==> config.mk <==
export PLATFORM = sky130hd
export DESIGN_NAME = days_to_civil_date
export DESIGN_NICKNAME = d
export VERILOG_FILES = /design/src/rtl/dtcd_pkg.sv /design/src/rtl/days_to_civil_date.sv /design/src/rtl/dtcd_front.sv /design/src/rtl/dtcd_back.sv
export VERILOG_INCLUDE_DIRS = /design/src /design/src/rtl
export SDC_FILE = /design/constraint.sdc
export NUM_CORES = 1
export LEC_CHECK = 0
export BUFFER_PORTS_ARGS = -buffer_cell sky130_fd_sc_hd__clkbuf_2
export CAP_MARGIN = 20
export CORE_MARGIN = 5
export CORE_UTILIZATION = 60
export CTS_BUF_LIST = sky130_fd_sc_hd__clkbuf_4 sky130_fd_sc_hd__clkbuf_8
export CTS_CLUSTER_DIAMETER = 150
export DETAILED_ROUTE_END_ITERATION = 6
export MAX_ROUTING_LAYER = met4
export PLACE_DENSITY = 0.8
export SLEW_MARGIN = 25
export SYNTH_ARGS = -nofsm -noshare
export SYNTH_HDL_FRONTEND = slang
export SYNTH_SLANG_ARGS = --single-unit
==> constraint.sdc <==
create_clock -name clk -period 7.2 [get_ports clk]
set_input_delay 0.36 -clock clk [delete_from_list [all_inputs] [get_ports clk]]
set_output_delay 0.36 -clock clk [all_outputs]
set_load 0.01 [all_outputs]
==> src/rtl/assert_macros.svh <==
// Assertion macros used by the RTL of the day-count to date converter.
// No dependencies; the bodies are empty when SYNTHESIS is defined.
`ifndef ASSERT_MACROS_SVH
`define ASSERT_MACROS_SVH

`ifndef SYNTHESIS

// Property must hold at every rising edge outside reset.
`define ASSERT_CLK(lbl, clk_sig, rst_sig, prop) \
  lbl: assert property (@(posedge clk_sig) disable iff (rst_sig) (prop)) \
    else $error("assertion failed");

// Condition must never be true outside reset.
`define ASSERT_NEVER(lbl, clk_sig, rst_sig, cond) \
  lbl: assert property (@(posedge clk_sig) disable iff (rst_sig) !(cond)) \
    else $error("forbidden condition seen");

`else

`define ASSERT_CLK(lbl, clk_sig, rst_sig, prop)
`define ASSERT_NEVER(lbl, clk_sig, rst_sig, cond)

`endif

`endif

==> src/rtl/dtcd_pkg.sv <==
// Shared types and constants for the day-count to civil date converter.
// No dependencies.
package dtcd_pkg;

  // Converter sequencer states
  typedef enum logic [1:0] {
    ST_IDLE,
    ST_YEAR,
    ST_MONTH
  } cvt_state_t;

  // Calendar constants
  localparam int unsigned YEAR_W      = 13;
  localparam int unsigned MONTH_W     = 4;
  localparam int unsigned DAY_W       = 5;
  localparam int unsigned YLEN_W      = 9;

  localparam int unsigned EPOCH_YEAR  = 1970;
  localparam int unsigned LEAP_CYCLE  = 4;
  localparam int unsigned CENTURY     = 100;
  localparam int unsigned QUAD_CENT   = 400;
  localparam int unsigned DAYS_COMMON = 365;
  localparam int unsigned DAYS_LEAP   = 366;

  localparam int unsigned MOD4_W   = $clog2(LEAP_CYCLE);
  localparam int unsigned MOD100_W = $clog2(CENTURY);
  localparam int unsigned MOD400_W = $clog2(QUAD_CENT);

  // Residues of the epoch year
  localparam logic [MOD4_W-1:0]   EPOCH_MOD4   = MOD4_W'(EPOCH_YEAR % LEAP_CYCLE);
  localparam logic [MOD100_W-1:0] EPOCH_MOD100 = MOD100_W'(EPOCH_YEAR % CENTURY);
  localparam logic [MOD400_W-1:0] EPOCH_MOD400 = MOD400_W'(EPOCH_YEAR % QUAD_CENT);

  // Month codes
  localparam logic [MONTH_W-1:0] MON_JAN = 4'd1;
  localparam logic [MONTH_W-1:0] MON_FEB = 4'd2;
  localparam logic [MONTH_W-1:0] MON_APR = 4'd4;
  localparam logic [MONTH_W-1:0] MON_JUN = 4'd6;
  localparam logic [MONTH_W-1:0] MON_SEP = 4'd9;
  localparam logic [MONTH_W-1:0] MON_NOV = 4'd11;
  localparam logic [MONTH_W-1:0] MON_DEC = 4'd12;

  // Short queue between the accept side and the converter
  localparam int unsigned QUEUE_DEPTH = 2;
  localparam int unsigned QPTR_W      = $clog2(QUEUE_DEPTH);
  localparam int unsigned QCNT_W      = $clog2(QUEUE_DEPTH + 1);

  // Days in month m; February depends on the leap flag
  function automatic logic [DAY_W-1:0] month_len(input logic [MONTH_W-1:0] m,
                                                 input logic leap);
    logic [DAY_W-1:0] len;
    case (m)
      MON_FEB:                            len = leap ? 5'd29 : 5'd28;
      MON_APR, MON_JUN, MON_SEP, MON_NOV: len = 5'd30;
      default:                            len = 5'd31;
    endcase
    return len;
  endfunction

endpackage

==> src/rtl/days_to_civil_date.sv <==
// Top level: converts a count of days since 1970-01-01 to year/month/day.
// Depends on dtcd_pkg, dtcd_front, dtcd_back.
//
//  Channel   Signals                    Handshake
//  --------  -------------------------  ------------------------------------
//  command   start, day_count, busy     taken at an edge with start && !busy
//  result    done, year, month, day     one-cycle strobe, cannot be held off
//
// Each transaction takes one year-subtractor step per whole year past
// 1970, then up to eleven month steps, plus dequeue and output.
// A two-entry queue sits in front of the converter, so busy rises only
// when two transactions wait behind the one in progress.
// Synchronous reset empties the queue and idles the converter; no result
// is pending after reset. Results leave in input order.
module days_to_civil_date #(
  parameter int unsigned DAY_BITS = 20
) (
  input  logic                         clk,
  input  logic                         rst,
  input  logic                         start,
  input  logic [DAY_BITS-1:0]          day_count,
  output logic                         busy,
  output logic                         done,
  output logic [dtcd_pkg::YEAR_W-1:0]  year,
  output logic [dtcd_pkg::MONTH_W-1:0] month,
  output logic [dtcd_pkg::DAY_W-1:0]   day
);
  import dtcd_pkg::*;

  logic                pop;
  logic                avail;
  logic [DAY_BITS-1:0] head;

  // Front: accepts transactions into the queue
  dtcd_front #(
    .DAY_BITS (DAY_BITS)
  ) u_front (
    .clk       (clk),
    .rst       (rst),
    .start     (start),
    .day_count (day_count),
    .busy      (busy),
    .pop       (pop),
    .avail     (avail),
    .head      (head)
  );

  // Back: year loop then month loop, one result strobe per transaction
  dtcd_back #(
    .DAY_BITS (DAY_BITS)
  ) u_back (
    .clk   (clk),
    .rst   (rst),
    .avail (avail),
    .head  (head),
    .pop   (pop),
    .done  (done),
    .year  (year),
    .month (month),
    .day   (day)
  );

endmodule

==> src/rtl/dtcd_front.sv <==
// Accept side of the converter: takes transactions and holds them in a
// short queue. Depends on dtcd_pkg.
module dtcd_front #(
  parameter int unsigned DAY_BITS = 20
) (
  input  logic                clk,
  input  logic                rst,
  input  logic                start,
  input  logic [DAY_BITS-1:0] day_count,
  output logic                busy,
  input  logic                pop,
  output logic                avail,
  output logic [DAY_BITS-1:0] head
);
  import dtcd_pkg::*;

  logic [DAY_BITS-1:0] q [QUEUE_DEPTH];
  logic [QPTR_W-1:0]   wr_ptr, rd_ptr;
  logic [QCNT_W-1:0]   count;
  logic                push;

  assign busy  = (count == QCNT_W'(QUEUE_DEPTH));
  assign avail = (count != '0);
  assign push  = start && !busy;
  assign head  = q[rd_ptr];

  always_ff @(posedge clk) begin
    if (push) begin
      q[wr_ptr] <= day_count;
    end
  end

  always_ff @(posedge clk) begin
    if (rst) begin
      wr_ptr <= '0;
      rd_ptr <= '0;
      count  <= '0;
    end else begin
      if (push) begin
        wr_ptr <= (wr_ptr == QPTR_W'(QUEUE_DEPTH - 1)) ? '0 : wr_ptr + 1'b1;
      end
      if (pop) begin
        rd_ptr <= (rd_ptr == QPTR_W'(QUEUE_DEPTH - 1)) ? '0 : rd_ptr + 1'b1;
      end
      case ({push, pop})
        2'b10:   count <= count + 1'b1;
        2'b01:   count <= count - 1'b1;
        default: count <= count;
      endcase
    end
  end

endmodule

==> src/rtl/dtcd_back.sv <==
// Iterative converter: strips one year per cycle, then one month per cycle.
// Depends on dtcd_pkg and assert_macros.svh.
`include "assert_macros.svh"

module dtcd_back #(
  parameter int unsigned DAY_BITS = 20
) (
  input  logic                         clk,
  input  logic                         rst,
  input  logic                         avail,
  input  logic [DAY_BITS-1:0]          head,
  output logic                         pop,
  output logic                         done,
  output logic [dtcd_pkg::YEAR_W-1:0]  year,
  output logic [dtcd_pkg::MONTH_W-1:0] month,
  output logic [dtcd_pkg::DAY_W-1:0]   day
);
  import dtcd_pkg::*;

  cvt_state_t           state, state_next;
  logic [DAY_BITS-1:0]  days, days_next;
  logic [YEAR_W-1:0]    yr, yr_next;
  logic [MOD4_W-1:0]    m4, m4_next;
  logic [MOD100_W-1:0]  m100, m100_next;
  logic [MOD400_W-1:0]  m400, m400_next;
  logic [MONTH_W-1:0]   mon, mon_next;
  logic                 done_next;

  logic                 leap;
  logic [YLEN_W-1:0]    ylen;
  logic [DAY_W-1:0]     mlen;
  logic                 year_fits;
  logic                 month_fits;

  // Leap rule from running residues, no division needed
  assign leap = ((m4 == '0) && (m100 != '0)) || (m400 == '0);
  assign ylen = leap ? YLEN_W'(DAYS_LEAP) : YLEN_W'(DAYS_COMMON);
  assign mlen = month_len(mon, leap);
  assign year_fits  = (days >= DAY_BITS'(ylen));
  assign month_fits = (days >= DAY_BITS'(mlen)) && (mon != MON_DEC);

  // Next state
  always_comb begin
    state_next = state;
    case (state)
      ST_IDLE:  if (avail) state_next = ST_YEAR;
      ST_YEAR:  if (!year_fits) state_next = ST_MONTH;
      ST_MONTH: if (!month_fits) state_next = ST_IDLE;
      default:  state_next = ST_IDLE;
    endcase
  end

  // Datapath and outputs
  always_comb begin
    pop       = 1'b0;
    done_next = 1'b0;
    days_next = days;
    yr_next   = yr;
    m4_next   = m4;
    m100_next = m100;
    m400_next = m400;
    mon_next  = mon;
    case (state)
      ST_IDLE: begin
        if (avail) begin
          pop       = 1'b1;
          days_next = head;
          yr_next   = YEAR_W'(EPOCH_YEAR);
          m4_next   = EPOCH_MOD4;
          m100_next = EPOCH_MOD100;
          m400_next = EPOCH_MOD400;
        end
      end
      ST_YEAR: begin
        mon_next = MON_JAN;
        if (year_fits) begin
          days_next = days - DAY_BITS'(ylen);
          yr_next   = yr + 1'b1;
          m4_next   = m4 + 1'b1;
          m100_next = (m100 == MOD100_W'(CENTURY - 1)) ? '0 : m100 + 1'b1;
          m400_next = (m400 == MOD400_W'(QUAD_CENT - 1)) ? '0 : m400 + 1'b1;
        end
      end
      ST_MONTH: begin
        if (month_fits) begin
          days_next = days - DAY_BITS'(mlen);
          mon_next  = mon + 1'b1;
        end else begin
          done_next = 1'b1;
        end
      end
      default: ;
    endcase
  end

  always_ff @(posedge clk) begin
    if (rst) begin
      state <= ST_IDLE;
      done  <= 1'b0;
    end else begin
      state <= state_next;
      done  <= done_next;
    end
  end

  always_ff @(posedge clk) begin
    days <= days_next;
    yr   <= yr_next;
    m4   <= m4_next;
    m100 <= m100_next;
    m400 <= m400_next;
    mon  <= mon_next;
    if (done_next) begin
      year  <= yr;
      month <= mon;
      day   <= days[DAY_W-1:0] + 1'b1;
    end
  end

  `ASSERT_CLK(a_done_after_month, clk, rst, done |-> $past(state) == ST_MONTH)
  `ASSERT_CLK(a_pop_starts_years, clk, rst, pop |=> state == ST_YEAR)
  `ASSERT_CLK(a_month_range, clk, rst,
              (state == ST_MONTH) |-> (mon >= MON_JAN && mon <= MON_DEC))
  `ASSERT_NEVER(a_month_rem_short, clk, rst,
                (state == ST_MONTH) && (days >= DAY_BITS'(DAYS_LEAP)))

endmodule

==> flow_metrics.env <==
export IMPL_drive_above_1_share=0.169
export IMPL_crit_type="flip-flop to flip-flop"
export IMPL_worstMarginPinSlew_ns=0.902
export IMPL_vias=4344
export IMPL_rows=37
export IMPL_clkLatencyLatePin_ns=0.43
export IMPL_syn2layout_area_growth_pct=12.3
export IMPL_clkSinkCount=125
export IMPL_r2r_end="u_back.days[7]"
export IMPL_worstPathMaxFanout=24
export IMPL_cp_end_kind="flip-flop"
export IMPL_hold_violations=0
export IMPL_fp_coreArea_sq_um=10300
export IMPL_avgSynthCellArea_sq_um=11.8
export IMPL_cts_tree="yes"
export IMPL_hpwl_um=8100
export IMPL_die_y_um=113
export IMPL_max_stage_delay_ns=0.48
export IMPL_path_cells="nor3_1 > nand3_1 > a21oi_1 > nand2_1 > nand2_1 > o21ai_0 > ha_1 > fa_1 > and4b_1 > nor3b_4 > nand3_2 > a21oi_2 > buf_4 > nor3b_2 > buf_4"
export IMPL_synth_area_top_cells="edfxtp_1 (56%), ha_1 (4.2%), xor2_1 (3.3%), a21oi_1 (2.6%), dfxtp_1 (2.5%)"
export IMPL_status="finished clean"
export IMPL_hold_class="primary input to flip-flop"
export IMPL_h_tree_depth=4
export IMPL_root_buffer="clkbuf_8"
export IMPL_start_util=0.615
export IMPL_num_antenna_cells=0
export IMPL_fillers=746
export IMPL_dr_pass1_iters=5
export IMPL_design_area_sq_um=7090
export IMPL_relSlewSlack=0.399
export IMPL_min_from="day_count[19]"
export IMPL_synthArstFlopShare=0
export IMPL_synth_edf_count=117
export IMPL_antenna_found_initial=0
export IMPL_final_max_slew_viol_count=0
export IMPL_routed_via_density=5.93
export IMPL_crit_arrival_ns=4.36
export IMPL_dpl_instance_area_sq_um=6660
export IMPL_die_w_um=113
export IMPL_overflow=0
export IMPL_grt_max_degree=45
export IMPL_r2r_slack_ns=2.95
export IMPL_synth_largest_area_cell="edfxtp_1"
export IMPL_tns_ns=0
export IMPL_holdPathStages=1
export IMPL_syn_area_sq_um=6320
export IMPL_dp_cells=701
export IMPL_netlist_instances=536
export IMPL_whs_endpoint="u_front.q[1][19]"
export IMPL_cts_buffers_inserted=17
export IMPL_critPathSlowestCell="nor3_1"
export IMPL_multi_input_area_sq_um=2460
export IMPL_finalWirelength_um=11900
export IMPL_critPathLaunchType="flip-flop"
export IMPL_syn_num_nets=582
export IMPL_powerDensity_nw_per_um2=412
export IMPL_fin_crit_sh=0.591
export IMPL_fin_nets=630
export IMPL_clk_pin_slew_worst_paths_ns=0.08
export IMPL_ys_seq_area_frac=0.582
export IMPL_p_leak_uw=0.00255
export IMPL_timing_max_cap_violations=0
export IMPL_synth_top_cell_area_share=0.556
export IMPL_ys_types=59
export IMPL_min_period_ns=4.25
export IMPL_grt_pass1_vias=4186
export IMPL_drt_iter0_markers=291
export IMPL_required_ns=7.30
export IMPL_io_pins=47
export IMPL_ys_flop_type="edfxtp_1"
export IMPL_finalPower_uw=2920
export IMPL_ys_warnings_count=0
export IMPL_register_area_sq_um=3670
export IMPL_post_cts_buffers=0
export IMPL_rsz0062_at_grt="false"
export IMPL_r2r_start="u_back.m100[2]"
export IMPL_io_buffers=46
export IMPL_max_freq_mhz=235
export IMPL_ys_ff_latch=125
export IMPL_synthTopCellsByCount="edfxtp_1 (117), nor2_1 (41), nand2_1 (40)"
export IMPL_cts_hold_buf=0
export IMPL_wire_per_inst_um=16.2
export IMPL_die_area_sq_um=12700
export IMPL_grt_pass1_wl_um=19900
export IMPL_worstRegToRegCells=15
export IMPL_ant_nets=0
export IMPL_instances_no_fill=732
export IMPL_grt_usage=0.201
export IMPL_ir_worst_vdd_v=0.000234
export IMPL_crit_family="simple AND/OR/NAND/NOR gates"
export IMPL_post_cts_resize_count=0
export IMPL_crit_buf_inv=2
export IMPL_gp_congestion=0.879
export IMPL_fin_worst_skew_ns=0.0120
export IMPL_drc=0
export IMPL_clockBufferDepth=2
export IMPL_yosysMostFrequentCell="edfxtp_1"
export IMPL_setup_viol=0
where the power goes:
group | internal [uW] | switching (uW)
clock | 382 | 280
combinational | 380 | 598
sequential | 1080 | 203
cells by family after synthesis:
kind of cell | count (synthesis) | share of synthesized area
XOR/XNOR | 42 | 0.0582
AO/OA/AOI/OAI | 112 | 0.115
flip-flops | 125 | 0.582
adder cells (fa/ha/maj) | 23 | 0.0479
multiplexers | 9 | 0.0143
buffers and inverters | 44 | 0.0303
AND/OR/NAND/NOR | 181 | 0.153
registers in the layout, indices dropped and copies added (netlist names), named ones only:
name            flops
u_back.yr          13
u_back.days        20
u_back.year        13
u_front.wr_ptr      1
u_back.m400         9
u_back.month        4
u_front.q          40
u_front.count       2
u_back.m4           2
u_back.mon          4
u_back.done         1
u_front.rd_ptr      1
u_back.state        2
u_back.m100         7
u_back.day          5
worst register-to-register path, cell delays in order (launching register included):
cell	delay, ns
edfxtp_1	0.45
nor3_1	0.48
nand3_1	0.14
a21oi_1	0.42
nand2_1	0.11
nand2_1	0.08
o21ai_0	0.13
ha_1	0.24
fa_1	0.43
and4b_1	0.39
nor3b_4	0.10
nand3_2	0.14
a21oi_2	0.07
buf_4	0.26
nor3b_2	0.18
buf_4	0.30
per-layer routing:
metal | track usage | share of wire | up-vias
met1 | 0.246 | 0.43 | 2070
met3 | 0.0571 | 0.063 | 24
met2 | 0.320 | 0.50 | 162
met4 | 0.0713 | 0.015 | 0
met5 | - | 0 | -
li1 | - | - | 2088
cell usage in the layout, fill, tap and decap left out, types with 4 or more instances in the layout:
cell type | synthesis | final
a211oi_1 | 13 | 13
a21oi_1 | 33 | 32
a22oi_1 | 6 | 6
a31oi_1 | 6 | 6
and3_1 | 10 | 10
buf_4 | 0 | 8
bufinv_16 | 0 | 4
clkbuf_2 | 0 | 46
clkbuf_8 | 0 | 17
clkinv_4 | 0 | 4
dfxtp_1 | 8 | 8
edfxtp_1 | 117 | 117
ha_1 | 21 | 21
inv_1 | 19 | 19
mux2i_1 | 9 | 9
nand2_1 | 40 | 40
nand2b_1 | 8 | 8
nand3_1 | 24 | 24
nand4_1 | 4 | 4
nor2_1 | 41 | 41
nor2b_1 | 15 | 15
nor3_1 | 4 | 4
nor4_1 | 4 | 4
o211ai_1 | 6 | 6
o21a_1 | 4 | 4
o21ai_0 | 22 | 22
or2_2 | 4 | 4
or3_1 | 9 | 9
xnor2_1 | 18 | 18
xor2_1 | 24 | 24
through the flow:
step / hold WS (ns) / setup slack (ns) / util
after floorplan: 0.448 / 2.68 / -
after global placement: 0.465 / 3.28 / 0.648
after detailed placement: 0.456 / 2.96 / 0.648
after CTS: 0.0856 / 2.97 / 0.690
after global routing: 0.0724 / 2.65 / 0.690
final: 0.110 / 2.95 / 0.690
layout make-up:
class / count / share of cell area
sequential: 125 / 0.518
multi-input combinational: 367 / 0.346
timing repair buffer: 54 / 0.0409
clock buffer: 18 / 0.0340
clock inverter: 13 / 0.0268
tap: 136 / 0.0240
inverter: 19 / 0.0101
how the worst max path moves through the flow:
| stage | from | endpoint | slack [ns] | depth (start not counted) |
|---|---|---|---|---|
| final | u_back.m100[2] | u_back.days[7] | 2.95 | 15 |
| after global routing | u_back.m100[2] | u_back.days[4] | 2.65 | 15 |
| after CTS | u_back.m100[3] | u_back.days[8] | 2.97 | 15 |
| after detailed placement | u_back.m100[3] | u_back.days[10] | 2.96 | 15 |
| after global placement | u_back.m100[2] | u_back.days[10] | 3.28 | 15 |
| after floorplan | u_back.m400[4] | u_back.days[0] | 2.68 | 13 |
Power figures use the tool's default switching activity.
